<file path="src/hw/rtl/days_between_dates_core_defines.svh">
// Assertion macros for the RTL of the date difference block.
`ifndef DAYS_BETWEEN_DATES_CORE_DEFINES_SVH
`define DAYS_BETWEEN_DATES_CORE_DEFINES_SVH

`ifndef SYNTHESIS

// The consequent must hold in the same cycle as the antecedent.
`define DBD_ASSERT_IMPLIES(label, clk, rst, ante, cons) \
  label: assert property (@(posedge clk) disable iff (rst) (ante) |-> (cons)) \
    else $error("date difference check failed");

// The consequent must hold in the cycle after the antecedent.
`define DBD_ASSERT_NEXT(label, clk, rst, ante, cons) \
  label: assert property (@(posedge clk) disable iff (rst) (ante) |=> (cons)) \
    else $error("date difference check failed");

`else

`define DBD_ASSERT_IMPLIES(label, clk, rst, ante, cons)
`define DBD_ASSERT_NEXT(label, clk, rst, ante, cons)

`endif

`endif

</file>
<file path="src/hw/rtl/dbd_pkg.sv">
package dbd_pkg;

  localparam int unsigned DAY_W   = 5;
  localparam int unsigned MONTH_W = 4;
  localparam int unsigned YEAR_W  = 14;
  localparam int unsigned COUNT_W = 23;
  localparam int unsigned LEN_W   = 5;

  localparam logic [MONTH_W-1:0] MONTH_JAN = 4'd1;
  localparam logic [MONTH_W-1:0] MONTH_FEB = 4'd2;
  localparam logic [MONTH_W-1:0] MONTH_DEC = 4'd12;

  localparam logic [8:0] DAYS_IN_YEAR = 9'd365;

  // Last residues of the 100-year and 400-year periods of the leap year rule.
  localparam logic [6:0] CENTURY_LAST = 7'd99;
  localparam logic [8:0] ERA_LAST     = 9'd399;

  // Control word from the sequencer to the shared adder.
  typedef struct packed {
    logic                      clear;
    logic                      add;
    logic signed [COUNT_W-1:0] operand;
  } acc_ctl_t;

  // Length of month m; zero for a month code outside the year.
  function automatic logic [LEN_W-1:0] month_len(input logic [MONTH_W-1:0] m,
                                                 input logic leap);
    logic [LEN_W-1:0] len;
    case (m)
      4'd1, 4'd3, 4'd5, 4'd7, 4'd8, 4'd10, 4'd12: len = 5'd31;
      4'd4, 4'd6, 4'd9, 4'd11:                    len = 5'd30;
      MONTH_FEB:                                  len = leap ? 5'd29 : 5'd28;
      default:                                    len = 5'd0;
    endcase
    return len;
  endfunction

endpackage

</file>
<file path="src/hw/rtl/dbd_dates_if.sv">
interface dbd_dates_if;
  import dbd_pkg::*;

  logic               valid;
  logic               ready;
  logic [DAY_W-1:0]   first_day;
  logic [MONTH_W-1:0] first_month;
  logic [YEAR_W-1:0]  first_year;
  logic [DAY_W-1:0]   second_day;
  logic [MONTH_W-1:0] second_month;
  logic [YEAR_W-1:0]  second_year;

  modport source(output valid, first_day, first_month, first_year,
                 second_day, second_month, second_year, input ready);
  modport sink(input valid, first_day, first_month, first_year,
               second_day, second_month, second_year, output ready);
endinterface

</file>
<file path="src/hw/rtl/dbd_result_if.sv">
interface dbd_result_if;
  import dbd_pkg::*;

  logic                      valid;
  logic                      ready;
  logic signed [COUNT_W-1:0] day_count;
  logic                      dates_valid;

  modport source(output valid, day_count, dates_valid, input ready);
  modport sink(input valid, day_count, dates_valid, output ready);
endinterface

</file>
<file path="src/hw/rtl/days_between_dates_core.sv">
// Day count between two Gregorian dates.
// A word on the dates channel carries two dates (day, month, year). For each
// accepted word exactly one word leaves on the result channel: the signed
// number of days from the first date to the second, and a flag that is high
// when both dates are real calendar dates with years from 1 to MAX_YEAR.
// An invalid date gives a count of zero with the flag low; a second year
// earlier than the first gives zero with the flag high.
// One adder sums the whole count. A year counter walks from year 1 up to the
// later of the two years, one year per cycle, tracking the leap rule with
// residue counters and summing the whole years between the dates; then a
// month counter walks up to the later month, one month per cycle, adding
// the day-of-year difference. A year or month out of range skips the walk.
// The dates channel is ready only while no item is in progress.
// The result sits in an output register until taken; a stalled receiver
// holds the finished item in the last step, so no result is ever lost.
// A synchronous reset returns to idle and drops any result not yet taken.
`include "days_between_dates_core_defines.svh"

module days_between_dates_core #(
  parameter int unsigned MAX_YEAR = 9999
) (
  input logic          clk,
  input logic          rst,
  dbd_dates_if.sink    dates,
  dbd_result_if.source result
);
  import dbd_pkg::*;

  typedef enum logic [1:0] {
    S_IDLE,
    S_SCAN,
    S_MONTH,
    S_FIN
  } state_t;

  state_t state;

  // Captured item.
  logic [DAY_W-1:0]   d1, d2;
  logic [MONTH_W-1:0] m1, m2, mmax, mi;
  logic [YEAR_W-1:0]  y1, y2, ymax;
  logic               leap1, leap2, range_ok;

  // Output register.
  logic                      out_valid;
  logic signed [COUNT_W-1:0] out_count;
  logic                      out_dates_valid;

  logic                      accept;
  logic                      in_range;
  logic                      walk_start, walk_step;
  logic [YEAR_W-1:0]         year;
  logic                      leap;
  acc_ctl_t                  acc_ctl;
  logic signed [COUNT_W-1:0] sum;

  logic [LEN_W-1:0]  len1, len2;
  logic signed [6:0] month_delta, day_delta;
  logic              days_ok, out_free, result_load;

  assign dates.ready = (state == S_IDLE);
  assign accept      = dates.valid && dates.ready;

  // Years and months are checked at once; days need the leap bits.
  assign in_range = (dates.first_year != '0) && (32'(dates.first_year) <= MAX_YEAR)
                 && (dates.second_year != '0) && (32'(dates.second_year) <= MAX_YEAR)
                 && (dates.first_month >= MONTH_JAN) && (dates.first_month <= MONTH_DEC)
                 && (dates.second_month >= MONTH_JAN) && (dates.second_month <= MONTH_DEC);

  assign walk_start = accept;
  assign walk_step  = (state == S_SCAN) && (year != ymax);

  dbd_year_walk u_walk (
    .clk  (clk),
    .start(walk_start),
    .step (walk_step),
    .year (year),
    .leap (leap)
  );

  // Month step: days of month mi that lie before the second date, less
  // those that lie before the first.
  assign len2 = (mi < m2) ? month_len(mi, leap2) : '0;
  assign len1 = (mi < m1) ? month_len(mi, leap1) : '0;
  assign month_delta = $signed({2'b00, len2}) - $signed({2'b00, len1});
  assign day_delta   = $signed({2'b00, d2}) - $signed({2'b00, d1});

  assign days_ok = range_ok
                && (d1 != '0) && (d1 <= month_len(m1, leap1))
                && (d2 != '0) && (d2 <= month_len(m2, leap2));

  assign out_free    = !out_valid || result.ready;
  assign result_load = (state == S_FIN) && out_free;

  always_comb begin
    acc_ctl.clear   = accept;
    acc_ctl.add     = 1'b0;
    acc_ctl.operand = '0;
    case (state)
      S_SCAN: begin
        // Whole years from the first year up to, not including, the second.
        acc_ctl.add     = (year >= y1) && (year < y2);
        acc_ctl.operand = $signed(COUNT_W'(DAYS_IN_YEAR + 9'(leap)));
      end
      S_MONTH: begin
        acc_ctl.add     = (mi < mmax);
        acc_ctl.operand = {{(COUNT_W-7){month_delta[6]}}, month_delta};
      end
      S_FIN: begin
        acc_ctl.operand = {{(COUNT_W-7){day_delta[6]}}, day_delta};
      end
      default: begin
        acc_ctl.add = 1'b0;
      end
    endcase
  end

  dbd_acc u_acc (
    .clk(clk),
    .ctl(acc_ctl),
    .sum(sum)
  );

  always_ff @(posedge clk) begin
    if (rst) begin
      state     <= S_IDLE;
      out_valid <= 1'b0;
    end else begin
      // A new result loads as the old one leaves; otherwise a taken word clears.
      out_valid <= result_load || (out_valid && !result.ready);
      case (state)
        S_IDLE: begin
          if (accept) begin
            d1       <= dates.first_day;
            m1       <= dates.first_month;
            y1       <= dates.first_year;
            d2       <= dates.second_day;
            m2       <= dates.second_month;
            y2       <= dates.second_year;
            ymax     <= (dates.second_year > dates.first_year) ?
                        dates.second_year : dates.first_year;
            mmax     <= (dates.second_month > dates.first_month) ?
                        dates.second_month : dates.first_month;
            range_ok <= in_range;
            state    <= in_range ? S_SCAN : S_FIN;
          end
        end
        S_SCAN: begin
          if (year == y1) begin
            leap1 <= leap;
          end
          if (year == y2) begin
            leap2 <= leap;
          end
          if (year == ymax) begin
            mi    <= MONTH_JAN;
            state <= S_MONTH;
          end
        end
        S_MONTH: begin
          if (mi < mmax) begin
            mi <= mi + MONTH_W'(1);
          end else begin
            state <= S_FIN;
          end
        end
        S_FIN: begin
          if (out_free) begin
            out_dates_valid <= days_ok;
            out_count       <= (days_ok && (y2 >= y1)) ? sum : '0;
            state           <= S_IDLE;
          end
        end
        default: begin
          state <= S_IDLE;
        end
      endcase
    end
  end

  assign result.valid       = out_valid;
  assign result.day_count   = out_count;
  assign result.dates_valid = out_dates_valid;

  // An invalid pair always reports a zero count.
  `DBD_ASSERT_IMPLIES(a_invalid_zero, clk, rst, out_valid && !out_dates_valid, out_count == '0)
  // The year walk never passes the later of the two years.
  `DBD_ASSERT_IMPLIES(a_year_bound, clk, rst, state == S_SCAN, year <= ymax)
  // The month walk stays inside the calendar year.
  `DBD_ASSERT_IMPLIES(a_month_bound, clk, rst, state == S_MONTH, (mi >= MONTH_JAN) && (mi <= MONTH_DEC))
  // An accepted word always starts work.
  `DBD_ASSERT_NEXT(a_accept_busy, clk, rst, accept, state == S_SCAN || state == S_FIN)

endmodule

</file>
<file path="src/hw/rtl/dbd_year_walk.sv">
module dbd_year_walk (
  input  logic                       clk,
  input  logic                       start,
  input  logic                       step,
  output logic [dbd_pkg::YEAR_W-1:0] year,
  output logic                       leap
);
  import dbd_pkg::*;

  // Year and its residues modulo 4, 100 and 400, advanced together.
  logic [1:0] mod4;
  logic [6:0] mod100;
  logic [8:0] mod400;

  always_ff @(posedge clk) begin
    if (start) begin
      year   <= YEAR_W'(1);
      mod4   <= 2'd1;
      mod100 <= 7'd1;
      mod400 <= 9'd1;
    end else if (step) begin
      year   <= year + YEAR_W'(1);
      mod4   <= mod4 + 2'd1;
      mod100 <= (mod100 == CENTURY_LAST) ? 7'd0 : mod100 + 7'd1;
      mod400 <= (mod400 == ERA_LAST) ? 9'd0 : mod400 + 9'd1;
    end
  end

  assign leap = (mod4 == 2'd0) && ((mod100 != 7'd0) || (mod400 == 9'd0));
endmodule

</file>
<file path="src/hw/rtl/dbd_acc.sv">
module dbd_acc (
  input  logic                               clk,
  input  dbd_pkg::acc_ctl_t                  ctl,
  output logic signed [dbd_pkg::COUNT_W-1:0] sum
);
  import dbd_pkg::*;

  logic signed [COUNT_W-1:0] acc;

  // The adder that sums the count; the count wraps at its width.
  assign sum = acc + ctl.operand;

  always_ff @(posedge clk) begin
    if (ctl.clear) begin
      acc <= '0;
    end else if (ctl.add) begin
      acc <= sum;
    end
  end
endmodule
</file>
<file path="src/flat_wrapper.sv">
// flat-port wrapper written by rule: the top's interface ports become plain ports
module days_between_dates_core_flat import dbd_pkg::*;
#(
  parameter int unsigned MAX_YEAR = 9999
)
  (clk, rst, dates_valid, dates_first_day, dates_first_month, dates_first_year, dates_second_day, dates_second_month, dates_second_year, dates_ready, result_valid, result_day_count, result_dates_valid, result_ready);
  dbd_dates_if dates_i ();
  dbd_result_if result_i ();
  input logic clk;
  input logic rst;
  input wire logic [$bits(dates_i.valid)-1:0] dates_valid;
  input wire logic [$bits(dates_i.first_day)-1:0] dates_first_day;
  input wire logic [$bits(dates_i.first_month)-1:0] dates_first_month;
  input wire logic [$bits(dates_i.first_year)-1:0] dates_first_year;
  input wire logic [$bits(dates_i.second_day)-1:0] dates_second_day;
  input wire logic [$bits(dates_i.second_month)-1:0] dates_second_month;
  input wire logic [$bits(dates_i.second_year)-1:0] dates_second_year;
  output wire logic [$bits(dates_i.ready)-1:0] dates_ready;
  output wire logic [$bits(result_i.valid)-1:0] result_valid;
  output wire logic [$bits(result_i.day_count)-1:0] result_day_count;
  output wire logic [$bits(result_i.dates_valid)-1:0] result_dates_valid;
  input wire logic [$bits(result_i.ready)-1:0] result_ready;
  assign dates_i.valid = dates_valid;
  assign dates_i.first_day = dates_first_day;
  assign dates_i.first_month = dates_first_month;
  assign dates_i.first_year = dates_first_year;
  assign dates_i.second_day = dates_second_day;
  assign dates_i.second_month = dates_second_month;
  assign dates_i.second_year = dates_second_year;
  assign dates_ready = dates_i.ready;
  assign result_valid = result_i.valid;
  assign result_day_count = result_i.day_count;
  assign result_dates_valid = result_i.dates_valid;
  assign result_i.ready = result_ready;
  days_between_dates_core #(.MAX_YEAR(MAX_YEAR)) u_core (.clk(clk), .rst(rst), .dates(dates_i), .result(result_i));
endmodule
</file>
<file path="config.mk">
export PLATFORM = sky130hd
export DESIGN_NAME = days_between_dates_core_flat
export DESIGN_NICKNAME = d
export VERILOG_FILES = /design/src/hw/rtl/dbd_pkg.sv /design/src/hw/rtl/dbd_dates_if.sv /design/src/hw/rtl/dbd_result_if.sv /design/src/hw/rtl/days_between_dates_core.sv /design/src/hw/rtl/dbd_year_walk.sv /design/src/hw/rtl/dbd_acc.sv /design/src/flat_wrapper.sv
export VERILOG_INCLUDE_DIRS = /design/src /design/src/hw/rtl
export SDC_FILE = /design/constraint.sdc
export NUM_CORES = 1
export LEC_CHECK = 0
export ABC_AREA = 1
export ABC_CLOCK_PERIOD_IN_PS = 13950
export BUFFER_PORTS_ARGS = -buffer_cell sky130_fd_sc_hd__clkbuf_2
export CAP_MARGIN = 0
export CORE_UTILIZATION = 60
export CTS_CLUSTER_SIZE = 30
export DETAILED_ROUTE_END_ITERATION = 8
export GPL_ROUTABILITY_DRIVEN = 0
export PLACE_DENSITY = 0.79
export SLEW_MARGIN = 15
export SYNTH_ARGS = -nofsm -noshare
export SYNTH_HDL_FRONTEND = slang
export SYNTH_SLANG_ARGS = --single-unit
</file>
<file path="constraint.sdc">
create_clock -name clk -period 13.95 [get_ports clk]
set_input_delay 2.79 -clock clk [delete_from_list [all_inputs] [get_ports clk]]
set_output_delay 2.79 -clock clk [all_outputs]
set_load 0.05 [all_outputs]
</file>
==> flow_summary.yaml, run 1 <==
synth:
  synth-adder-area-share_pct: 14.9
  synth-compound-area-share_pct: 7.92
  number_of_enable_type_register_cells_in_the_synthesized_netlist: 95
  post_synth_instance_area_sq_mm: 0.0109
  main_flop_type_after_synthesis: "sky130_fd_sc_hd__edfxtp_1"
  synth_cell_types: 44
  post_synth_and_or_nand_nor_area_fraction_pct: 27.5
  synth_xor_xnor_area_share_pct: 3.38
  synth.cells.most_frequent: "400 x sky130_fd_sc_hd__nand2_1, 224 x sky130_fd_sc_hd__inv_1, 141 x sky130_fd_sc_hd__nor2_1"
  post_synth_main_area_contributors: "sky130_fd_sc_hd__edfxtp_1 26%, sky130_fd_sc_hd__ha_1 14%, sky130_fd_sc_hd__nand2_1 14%"
  dominant_combinational_cell_family_by_area_after_synthesis: "simple AND/OR/NAND/NOR gates"
  synthDominantAreaCellType: "sky130_fd_sc_hd__edfxtp_1"
  synthMuxAreaShare_pct: 0
  yosys_warnings: 0
  avgSynthCellArea_sq_um: 7.52
  synth_top_area_share_pct: 26.2
  ys_seq_elements: 153
  yosysMostFrequentCell: "sky130_fd_sc_hd__nand2_1"
  postSynthNetCount: 1622
  synth_async_sr_flop_share_pct: 0
  seq_area_frac_synth_pct: 36.9
  netlist_instances: 1445
power:
  netSwitchingPower_w: 0.000813
  leakagePower_nw: 5.81
  p_clk_share_pct: 23.9
  netSwitchingFraction_pct: 42.8
  power.ir.vdd_worst_mv: 0.135
  intPower_w: 0.00109
  p_comb_share_pct: 42.8
  pwr-share-seq_pct: 33.3
  power-per-cell-area_mw_per_mm2: 159
sta:
  max_fclk_mhz: 208
  worst-slew-pin-transition_ps: 945
  timing_hold_violations_final: 0
  worst_hold_slack_ps: 470
  finalWorstPathRequiredPeriod_ps: 4810
  fin_skew_ps: 13.3
  setup-tns-final_ps: 0
  final_worst_path_period_share_pct: 34.5
  unrepaired_setup_endpoints_after_global_routing: "false"
  report.final.slew_viol_count: 0
  maxSlewHeadroom_pct: 36.9
  setup_violation_total_in_the_final_timing_report: 0
floorplan:
  die_x_microns: 137
  floorplan.io_pins: 76
  die_extent_in_y_microns: 137
  core_area_sq_mm: 0.0175
  row_count: 48
  initial_core_util_pct: 62.2
  die_area_sq_mm: 0.0187
status:
  run_status: "finished, final reports clean"
clocking:
  cts_setup_buffers: 0
  worst_setup_hold_path_clk_slew_ps: 70
  worstSkewPairLatency_ps: 440
  tritoncts: "built"
  post_cts_resized: 0
  cts_buffer_depth: 2
  cts_root_buf: "sky130_fd_sc_hd__clkbuf_16"
  cts.sink_count: 153
  cts_max_level: 4
  count_of_hold_buffers_inserted_by_post_cts_repair: 0
  numCtsBuffers: 17
global_routing:
  antenna_found_initial: 0
  overflow: 0
  grt_pass1_vias: 8648
  grt_pass1_wl_microns: 40600
  largest_net_degree_at_the_start_of_global_routing: 66
  overall_routing_resource_usage_pct: 27.8
routing:
  number_of_vias_after_detailed_routing: 9530
  wl_per_cell_microns: 14.1
  drt_wl_total_microns: 24700
  vias_per_cell: 5.43
  first_iter_violations: 707
  post-route-drc-count: 0
  drt.antenna.violating_nets: 0
  dr.pass1.iters: 5
critical_path:
  worstPathMaxFanout: 14
  worst-setup-path-type: "register to register"
  cp.arrival_ps: 5140
  crit_top_cell: "sky130_fd_sc_hd__nand2_1"
  path_delay_family: "simple AND/OR/NAND/NOR gates"
  cp_buf_inv_count: 4
  kind_of_capture_point_of_the_worst_setup_path: "register"
  worst_ep_required_time_ps: 14280
  crit_path_top_delay_cell: "sky130_fd_sc_hd__edfxtp_1"
  critical_path.startpoint_type: "register"
  max_stage_delay_ps: 520
placed_design:
  post-place-cells: 1722
  dp_hpwl_microns: 18400
  detailed_place.area_sq_mm: 0.0114
  port-buffer-count: 75
layout:
  post_route_cells_drive_above_1_share_pct: 8.11
  nFillCells: 1490
  area_delta_synth_final_pct: 10.1
  nets: 1693
  finalNonFillerCells: 1754
  antenna_cells: 0
  post_layout_inst_area_sq_mm: 0.0120
worst_hold_path:
  min_path_type: "register to register"
flow_run:
  timing.max_cap.violations: 0
## metal layers
metal | track usage [%] | part of all wire, %
met5 | 0 | 0
met4 | 9.14 | 1.7
met3 | 4.78 | 5.5
met2 | 44.5 | 45
met1 | 38.0 | 48
## cell usage in the layout, fill, tap and decap left out, types with 22 or more instances in the layout
cell,synthesis,layout
sky130_fd_sc_hd__ha_1,123,123
sky130_fd_sc_hd__inv_1,224,224
sky130_fd_sc_hd__edfxtp_1,95,95
sky130_fd_sc_hd__a21oi_1,104,104
sky130_fd_sc_hd__clkbuf_2,0,75
sky130_fd_sc_hd__nand2_1,400,400
sky130_fd_sc_hd__o21ai_0,22,22
sky130_fd_sc_hd__dfxtp_1,58,58
sky130_fd_sc_hd__nor2_1,141,140
sky130_fd_sc_hd__nor3_1,23,22
sky130_fd_sc_hd__nand4_1,25,25
sky130_fd_sc_hd__xnor2_1,25,25
sky130_fd_sc_hd__nand3_1,97,97
## registers in the layout, indices dropped and copies added, names as in the netlist, 2 cells and up
name / cells
u_core.result.day_count: 23
u_core.ymax: 14
u_core.u_walk.mod4: 2
u_core.m2: 4
u_core.mi: 4
u_core.mmax: 4
u_core.u_walk.year: 14
u_core.d2: 5
u_core.m1: 4
u_core.y1: 14
u_core.d1: 5
u_core.u_walk.mod100: 7
u_core.y2: 14
u_core.u_acc.acc: 23
u_core.state: 2
u_core.u_walk.mod400: 9
## final timing paths
| path | from | end | slack (ps) | depth (start not counted) |
|---|---|---|---|---|
| setup / recovery | u_core.mi[1]$_SDFFCE_PN0P_ | u_core.u_acc.acc[12]$_SDFFE_PP0P_ | 9140 | 27 |
| hold / removal | u_core.u_walk.mod100[6]$_SDFFE_PP0P_ | u_core.u_walk.mod100[6]$_SDFFE_PP0P_ | 470 | 2 |
| setup reg to reg | u_core.mi[1]$_SDFFCE_PN0P_ | u_core.u_acc.acc[12]$_SDFFE_PP0P_ | 9140 | 27 |
| hold reg to reg | u_core.u_walk.mod100[6]$_SDFFE_PP0P_ | u_core.u_walk.mod100[6]$_SDFFE_PP0P_ | 470 | 2 |
## through the flow
step	utilization [%]	total power (W)	worst slack, ps
finish	68.5	0.00190	9140
global route	68.5	0.00204	8900
detailed placement	65.3	0.00144	8650
global placement	65.3	0.00142	8740
CTS	68.5	0.00190	9110
floorplan	-	0.00126	7600
## cell type report
type | instances | area, sq um | area share [%]
sequential | 153 | 4010 | 33.5
multi-input combinational | 1038 | 5850 | 48.9
inverter | 227 | 855 | 7.14
tap | 225 | 282 | 2.35
clock buffer | 18 | 429 | 3.59
timing repair buffer | 79 | 405 | 3.39
clock inverter | 14 | 135 | 1.13
## power by group through the flow
stage                     clock (W)  sequential, W  combinational, W
after floorplan                   0       0.000638          0.000620
final                      0.000455       0.000633          0.000813
after detailed placement          0       0.000640          0.000800
after CTS                  0.000457       0.000632          0.000808
after global routing       0.000475       0.000642          0.000922
after global placement            0       0.000638          0.000781
## logic make-up after synthesis
family | after synthesis
AO/OA/AOI/OAI | 156
XOR/XNOR | 42
adder cells (fa/ha/maj) | 127
buffers and inverters | 254
flip-flops | 153
AND/OR/NAND/NOR | 713
## tightest hold or removal path, delay by kind of cell (launching register included)
kind | cells | cell delay (ps)
flip-flops | 1 | 310
AND/OR/NAND/NOR | 1 | 60
AO/OA/AOI/OAI | 1 | 60
No activity file was read; power rests on OpenSTA's default activity.
==> run 2, diff against run 1 <==
ABC_AREA = 0   (was 1)
ABC_CLOCK_PERIOD_IN_PS = 4500   (was 13950)
PLACE_DENSITY = 0.8   (was 0.79)
clock period = 4.5 ns   (was 13.95 ns; I/O delays follow)
==> run 2 against run 1 <==
Against the previous run: the run now ends with negative setup slack left; non-clock buffer count increased by 69; final cell count decreased by 21%; routed wire length decreased by 1.1%; sequential power increased to 3.0 times the previous value; clock skew decreased by 2.9 ps; area after synthesis decreased by 8.8%; via count decreased by 11%; critical path type unchanged.
==> flow_summary.yaml, run 2 <==
power:
  intPower_w: 0.00355
  power-per-cell-area_mw_per_mm2: 477
  p_clk_share_pct: 25.4
  p_comb_share_pct: 41.8
  fin_total_pwr_w: 0.00574
  netSwitchingPower_w: 0.00219
  power.ir.vdd_worst_mv: 0.329
  leakagePower_nw: 5.24
  pwr-share-seq_pct: 32.7
  netSwitchingFraction_pct: 38.2
synth:
  synth.cells.most_frequent: "123 x sky130_fd_sc_hd__ha_1, 96 x sky130_fd_sc_hd__inv_1, 95 x sky130_fd_sc_hd__edfxtp_1"
  post_synth_main_area_contributors: "sky130_fd_sc_hd__edfxtp_1 29%, sky130_fd_sc_hd__ha_1 16%, sky130_fd_sc_hd__dfxtp_1 12%"
  yosysMostFrequentCell: "sky130_fd_sc_hd__ha_1"
  synthDominantAreaCellType: "sky130_fd_sc_hd__edfxtp_1"
  main_flop_type_after_synthesis: "sky130_fd_sc_hd__edfxtp_1"
  seq_area_frac_synth_pct: 40.5
  netlist_instances: 1026
  avgSynthCellArea_sq_um: 9.67
  postSynthNetCount: 1203
  synth_cell_types: 59
  yosys_warnings: 0
  synth_top_area_share_pct: 28.8
  ys_seq_elements: 153
  synth_async_sr_flop_share_pct: 0
  post_synth_instance_area_sq_mm: 0.00992
  number_of_enable_type_register_cells_in_the_synthesized_netlist: 95
floorplan:
  row_count: 46
  initial_core_util_pct: 62.0
  floorplan.io_pins: 76
  die_x_microns: 131
  core_area_sq_mm: 0.0160
  die_area_sq_mm: 0.0170
  die_extent_in_y_microns: 131
layout:
  antenna_cells: 0
  mostFrequentLayoutCells: "115 x sky130_fd_sc_hd__ha_1, 95 x sky130_fd_sc_hd__inv_1, 95 x sky130_fd_sc_hd__edfxtp_1"
  area_delta_synth_final_pct: 21.3
  post_layout_inst_area_sq_mm: 0.0120
  layout.cells.most_common: "sky130_fd_sc_hd__ha_1"
  finish.utilization_pct: 75.2
  post_route_cells_drive_above_1_share_pct: 22.7
  nets: 1341
critical_path:
  last_element_of_the_critical_path: "u_core.result.day_count[22]$_SDFFCE_PN0P_"
  cp.arrival_ps: 5140
  rr_startpoint: "u_core.mi[1]$_SDFFCE_PN0P_"
  worst_ep_required_time_ps: 4700
  worst-r2r-cell-count: 22
  timing.rr.end: "u_core.result.day_count[22]$_SDFFCE_PN0P_"
  reg2reg_slack_ps: -440
  crit_path_start: "u_core.mi[1]$_SDFFCE_PN0P_"
  kind_of_capture_point_of_the_worst_setup_path: "register"
  worst-setup-path-type: "register to register"
  critical_path.startpoint_type: "register"
  worstPathMaxFanout: 5
sta:
  finalWorstPathRequiredPeriod_ps: 4940
  setup-tns-final_ps: -5440
  worst-slew-pin-transition_ps: 1220
  setup_violation_total_in_the_final_timing_report: 26
  fin_skew_ps: 10.4
  maxSlewHeadroom_pct: 18.1
  timing_hold_violations_final: 0
  max_fclk_mhz: 202
  timing.final.ws_setup_ps: -444
  report.final.slew_viol_count: 0
  final_worst_path_period_share_pct: 110
  unrepaired_setup_endpoints_after_global_routing: "true"
clocking:
  cts_root_buf: "sky130_fd_sc_hd__clkbuf_16"
  cts_max_level: 4
  tritoncts: "built"
  cts.sink_count: 153
  worstSkewPairLatency_ps: 450
  worst_setup_hold_path_clk_slew_ps: 70
  cts_buffer_depth: 2
  numCtsBuffers: 17
worst_hold_path:
  min_path_type: "register to register"
placed_design:
  port-buffer-count: 75
  detailed_place.area_sq_mm: 0.0110
  dp_hpwl_microns: 16400
  detailedPlace.worstSlack_ps: -261
routing:
  wl_met3_microns: 1330
  vias_per_cell: 6.06
  drt.antenna.violating_nets: 0
  dr.pass1.iters: 5
  first_iter_violations: 658
  wl_per_cell_microns: 17.5
  met1_length_microns: 10200
  highest_layer: "met4"
  number_of_vias_after_detailed_routing: 8445
  drt_wl_total_microns: 24400
  post-route-drc-count: 0
  dr_wl_met2_microns: 12200
global_routing:
  grt_pass1_vias: 8085
  overflow: 0
  antenna_found_initial: 0
  grt_pass1_wl_microns: 38600
  overall_routing_resource_usage_pct: 29.5
  largest_net_degree_at_the_start_of_global_routing: 66
status:
  run_status: "finished, violations left"
  violated_checks: "negative setup slack"
flow_run:
  timing.max_cap.violations: 0
-- run 2: changes by cell type in the layout (fill, tap and decap cells not counted), sizes merged, moves of 12 or more --
cell / before / now
a21oi: 104 / 68
nor2: 142 / 88
inv: 235 / 102
xnor2: 25 / 13
xor2: 17 / 41
buf: 4 / 73
a211oi: 0 / 13
and3: 0 / 13
nand3: 99 / 30
mux2: 0 / 17
o21ai: 23 / 35
nor2b: 0 / 17
o21a: 2 / 22
nand2: 403 / 55
-- run 2: metrics by stage --
step,cells,hold slack (ps)
2_1_floorplan,1026,436
3_3_place_gp,1349,446
3_5_place_dp,1349,450
4_1_cts,1390,461
5_1_grt,1393,493
6_report,1393,463
-- run 2: worst min-delay path by stage --
stage / from / end / cells after the start
finish: u_core.u_acc.acc[4]$_SDFFE_PP0P_ / u_core.u_acc.acc[4]$_SDFFE_PP0P_ / 2
global placement: u_core.u_acc.acc[4]$_SDFFE_PP0P_ / u_core.u_acc.acc[4]$_SDFFE_PP0P_ / 2
global route: u_core.u_acc.acc[4]$_SDFFE_PP0P_ / u_core.u_acc.acc[4]$_SDFFE_PP0P_ / 2
detailed placement: u_core.u_acc.acc[4]$_SDFFE_PP0P_ / u_core.u_acc.acc[4]$_SDFFE_PP0P_ / 2
CTS: u_core.u_acc.acc[4]$_SDFFE_PP0P_ / u_core.u_acc.acc[4]$_SDFFE_PP0P_ / 2
floorplan: u_core.u_acc.acc[0]$_SDFFE_PP0P_ / u_core.u_acc.acc[0]$_SDFFE_PP0P_ / 2
-- run 2: layout make-up --
| type | instances | area (sq um) |
|---|---|---|
| multi-input cells | 748 | 5850 |
| fillers | 1102 | 3970 |
| inverters | 96 | 360 |
| clock buffers | 17 | 425 |
| clock inverters | 15 | 168 |
| well taps | 216 | 270 |
| repair buffers | 148 | 947 |
| flip-flops and latches | 153 | 4010 |
-- run 2: power groups by stage --
stage / Sequential (W) / Combinational [W] / Clock (W)
5_1_grt: 0.00190 / 0.00263 / 0.00152
2_1_floorplan: 0.00191 / 0.00141 / 0
4_1_cts: 0.00188 / 0.00216 / 0.00147
3_3_place_gp: 0.00189 / 0.00197 / 0
3_5_place_dp: 0.00190 / 0.00203 / 0
6_report: 0.00188 / 0.00240 / 0.00146
-- run 2: critical path, cell delays in order, from the launching register on --
cell                        delay (ps)
sky130_fd_sc_hd__edfxtp_1          470
sky130_fd_sc_hd__buf_4             180
sky130_fd_sc_hd__ha_2              220
sky130_fd_sc_hd__nor3_2            110
sky130_fd_sc_hd__a21oi_1            60
sky130_fd_sc_hd__nor2_1            130
sky130_fd_sc_hd__nor2_2             70
sky130_fd_sc_hd__buf_4             140
sky130_fd_sc_hd__and2_1            140
sky130_fd_sc_hd__ha_1              300
sky130_fd_sc_hd__nor2b_4           140
sky130_fd_sc_hd__o21ai_1           170
sky130_fd_sc_hd__a31oi_1           150
sky130_fd_sc_hd__buf_4             180
sky130_fd_sc_hd__a21oi_4           210
sky130_fd_sc_hd__ha_1              290
sky130_fd_sc_hd__a2111oi_1         590
sky130_fd_sc_hd__nor3_2            100
sky130_fd_sc_hd__o211ai_1          190
sky130_fd_sc_hd__a31oi_1           180
sky130_fd_sc_hd__or3_4             380
sky130_fd_sc_hd__a21oi_1           220
sky130_fd_sc_hd__nor4_2             70
-- run 2: layer usage --
layer | GRT usage, % | vias up
met4 | 11.5 | 0
met2 | 51.7 | 298
met3 | 7.13 | 73
met5 | 0 | -
met1 | 34.8 | 4030
li1 | - | 4044
-- run 2: what timing repair did --
action | in CTS | in global routing
gates resized for setup | 28 | 48
setup buffers | 9 | 3
hold buffers | 0 | 0
endpoints found under the setup margin | 19 | 34
pin swaps | 27 | 23
-- run 2: logic make-up after synthesis --
logic type | after synthesis | share of synthesized area (%)
adders and majority gates | 127 | 16.3
DFF | 153 | 40.5
xor gates and xnor gates | 54 | 4.77
AOI/OAI and AO/OA | 226 | 15.0
buffers and inverters | 125 | 4.81
and+or+nand+nor | 321 | 16.4
muxes | 20 | 2.23
==> run 3, diff against run 2 <==
SKIP_CTS_REPAIR_TIMING = 1   (was default)
==> run 3 against run 2 <==
Against the previous run: the flow still finishes with violations (negative setup slack); clock power is essentially flat; combinational power barely moved; die area unchanged; fmax up 2.4%; sequential power barely moved; global-route usage shrank 1.2 points; final cell count is essentially flat; register-to-register slack gained 110 ps; first-iteration DRC count increased by 14%; cell area grew 0.19%; critical path type unchanged; largest power group unchanged.
==> flow_summary.yaml, run 3 (synthesized netlist as in run 2, its figures left out) <==
flow_run:
  timing.max_cap.violations: 0
routing:
  wl_per_cell_microns: 17.4
  number_of_vias_after_detailed_routing: 8384
  drt_wl_total_microns: 24200
  drt.antenna.violating_nets: 0
  vias_per_cell: 6.02
  first_iter_violations: 750
  post-route-drc-count: 0
  dr.pass1.iters: 6
critical_path:
  critical_path.startpoint_type: "register"
  worst-r2r-cell-count: 26
  worst_ep_required_time_ps: 4690
  rr_startpoint: "u_core.mi[1]$_SDFFCE_PN0P_"
  timing.rr.end: "u_core.result.day_count[17]$_SDFFCE_PN0P_"
  worst-setup-path-type: "register to register"
  worstPathMaxFanout: 4
  cp.arrival_ps: 5020
  kind_of_capture_point_of_the_worst_setup_path: "register"
  reg2reg_slack_ps: -330
sta:
  max_fclk_mhz: 207
  unrepaired_setup_endpoints_after_global_routing: "true"
  report.final.slew_viol_count: 0
  fin_skew_ps: 8.79
  worst-slew-pin-transition_ps: 1290
  setup_violation_total_in_the_final_timing_report: 25
  maxSlewHeadroom_pct: 13.2
  final_worst_path_period_share_pct: 107
  finalWorstPathRequiredPeriod_ps: 4830
  timing.final.ws_setup_ps: -329
  timing_hold_violations_final: 0
worst_hold_path:
  min_path_type: "register to register"
  min_delay_path_depth: 2
  timing.hold.worst_endpoint: "u_core.u_acc.acc[4]$_SDFFE_PP0P_"
  timing.hold.worst.start: "u_core.u_acc.acc[4]$_SDFFE_PP0P_"
global_routing:
  antenna_found_initial: 0
  largest_net_degree_at_the_start_of_global_routing: 66
  overall_routing_resource_usage_pct: 28.3
  grt_pass1_vias: 7780
  grt_pass1_wl_microns: 37100
  overflow: 0
clocking:
  cts.sink_count: 153
  cts_max_level: 4
  worst_setup_hold_path_clk_slew_ps: 70
  cts_root_buf: "sky130_fd_sc_hd__clkbuf_16"
  worstSkewPairLatency_ps: 450
  tritoncts: "built"
  cts_buffer_depth: 2
  numCtsBuffers: 17
placed_design:
  detailedPlace.worstSlack_ps: -261
  detailed_place.area_sq_mm: 0.0110
  port-buffer-count: 75
  dp_hpwl_microns: 16400
power:
  leakagePower_nw: 5.24
  power.ir.vdd_worst_mv: 0.324
  power-per-cell-area_mw_per_mm2: 476
layout:
  post_route_cells_drive_above_1_share_pct: 22.8
  nFillCells: 1092
  nets: 1340
  antenna_cells: 0
  post_layout_inst_area_sq_mm: 0.0121
  area_delta_synth_final_pct: 21.6
  mostFrequentLayoutCells: "115 x sky130_fd_sc_hd__ha_1, 95 x sky130_fd_sc_hd__edfxtp_1, 94 x sky130_fd_sc_hd__inv_1"
  layout.cells.most_common: "sky130_fd_sc_hd__ha_1"
floorplan:
  die_x_microns: 131
  core_area_sq_mm: 0.0160
  die_area_sq_mm: 0.0170
  floorplan.io_pins: 76
  die_extent_in_y_microns: 131
  initial_core_util_pct: 62.0
  row_count: 46
status:
  run_status: "finished, violations left"
  violated_checks: "negative setup slack"
-- run 3: critical path, stage by stage (launching register included) --
cell,delay [ps]
sky130_fd_sc_hd__edfxtp_1,460
sky130_fd_sc_hd__buf_6,160
sky130_fd_sc_hd__buf_6,110
sky130_fd_sc_hd__ha_4,170
sky130_fd_sc_hd__nor3_2,130
sky130_fd_sc_hd__a21oi_1,60
sky130_fd_sc_hd__nor2_1,140
sky130_fd_sc_hd__nor2_2,70
sky130_fd_sc_hd__o21a_1,210
sky130_fd_sc_hd__nand2_1,70
sky130_fd_sc_hd__ha_2,210
sky130_fd_sc_hd__fa_2,200
sky130_fd_sc_hd__inv_2,30
sky130_fd_sc_hd__fa_1,470
sky130_fd_sc_hd__nand2_1,60
sky130_fd_sc_hd__a31oi_1,190
sky130_fd_sc_hd__ha_1,270
sky130_fd_sc_hd__buf_4,150
sky130_fd_sc_hd__buf_6,120
sky130_fd_sc_hd__nand3_4,60
sky130_fd_sc_hd__nor2_4,50
sky130_fd_sc_hd__o211ai_1,390
sky130_fd_sc_hd__a21oi_1,150
sky130_fd_sc_hd__buf_4,200
sky130_fd_sc_hd__o22ai_4,150
sky130_fd_sc_hd__xor2_2,220
sky130_fd_sc_hd__nor3_2,70
-- run 3: worst max-delay path by stage --
stage	startpoint	endpoint	slack, ps	cells after the start
global placement	u_core.mi[1]$_SDFFCE_PN0P_	u_core.result.day_count[14]$_SDFFCE_PN0P_	-130	21
finish	u_core.mi[1]$_SDFFCE_PN0P_	u_core.result.day_count[17]$_SDFFCE_PN0P_	-330	26
floorplan	u_core.mi[1]$_SDFFCE_PN0P_	u_core.result.day_count[14]$_SDFFCE_PN0P_	-40	21
global route	u_core.mi[1]$_SDFFCE_PN0P_	u_core.result.day_count[17]$_SDFFCE_PN0P_	-600	26
CTS	u_core.mi[1]$_SDFFCE_PN0P_	u_core.result.day_count[14]$_SDFFCE_PN0P_	-280	21
detailed placement	u_core.mi[1]$_SDFFCE_PN0P_	u_core.result.day_count[14]$_SDFFCE_PN0P_	-260	21
-- run 3: metal layers --
layer	up-vias	GRT usage [%]	routed length, microns
met3	55	6.43	1390
met2	285	49.0	12100
met1	4007	34.4	10100
met5	-	0	0
li1	4037	-	-
met4	0	10.4	514
-- run 3: where the power goes --
part	switching (W)	leakage, nW	internal [W]	total (W)
sequential	0.000163	1.35	0.00172	0.00188
combinational	0.00139	3.61	0.00101	0.00240
clock	0.000628	0.286	0.000829	0.00146
-- run 3: per-stage QoR --
stage                     setup TNS (ps)  power [W]  util [%]  std cells  hold WS [ps]
after global routing              -13270    0.00606      75.4       1392           493
final                              -4010    0.00574      75.4       1392           459
after global placement              -420    0.00387      68.5       1349           446
after floorplan                    -36.0    0.00332         -       1026           436
after CTS                          -2520    0.00541      72.2       1381           461
after detailed placement           -1750    0.00393      68.5       1349           450
-- run 3: cell type report --
| type | instances | area (sq um) | share of cell area [%] |
|---|---|---|---|
| Clock inverter | 15 | 168 | 1.39 |
| Timing Repair Buffer | 147 | 951 | 7.89 |
| Multi-Input combinational cell | 748 | 5870 | 48.7 |
| Sequential cell | 153 | 4010 | 33.3 |
| Inverter | 96 | 360 | 2.99 |
| Clock buffer | 17 | 425 | 3.53 |
| Tap cell | 216 | 270 | 2.24 |
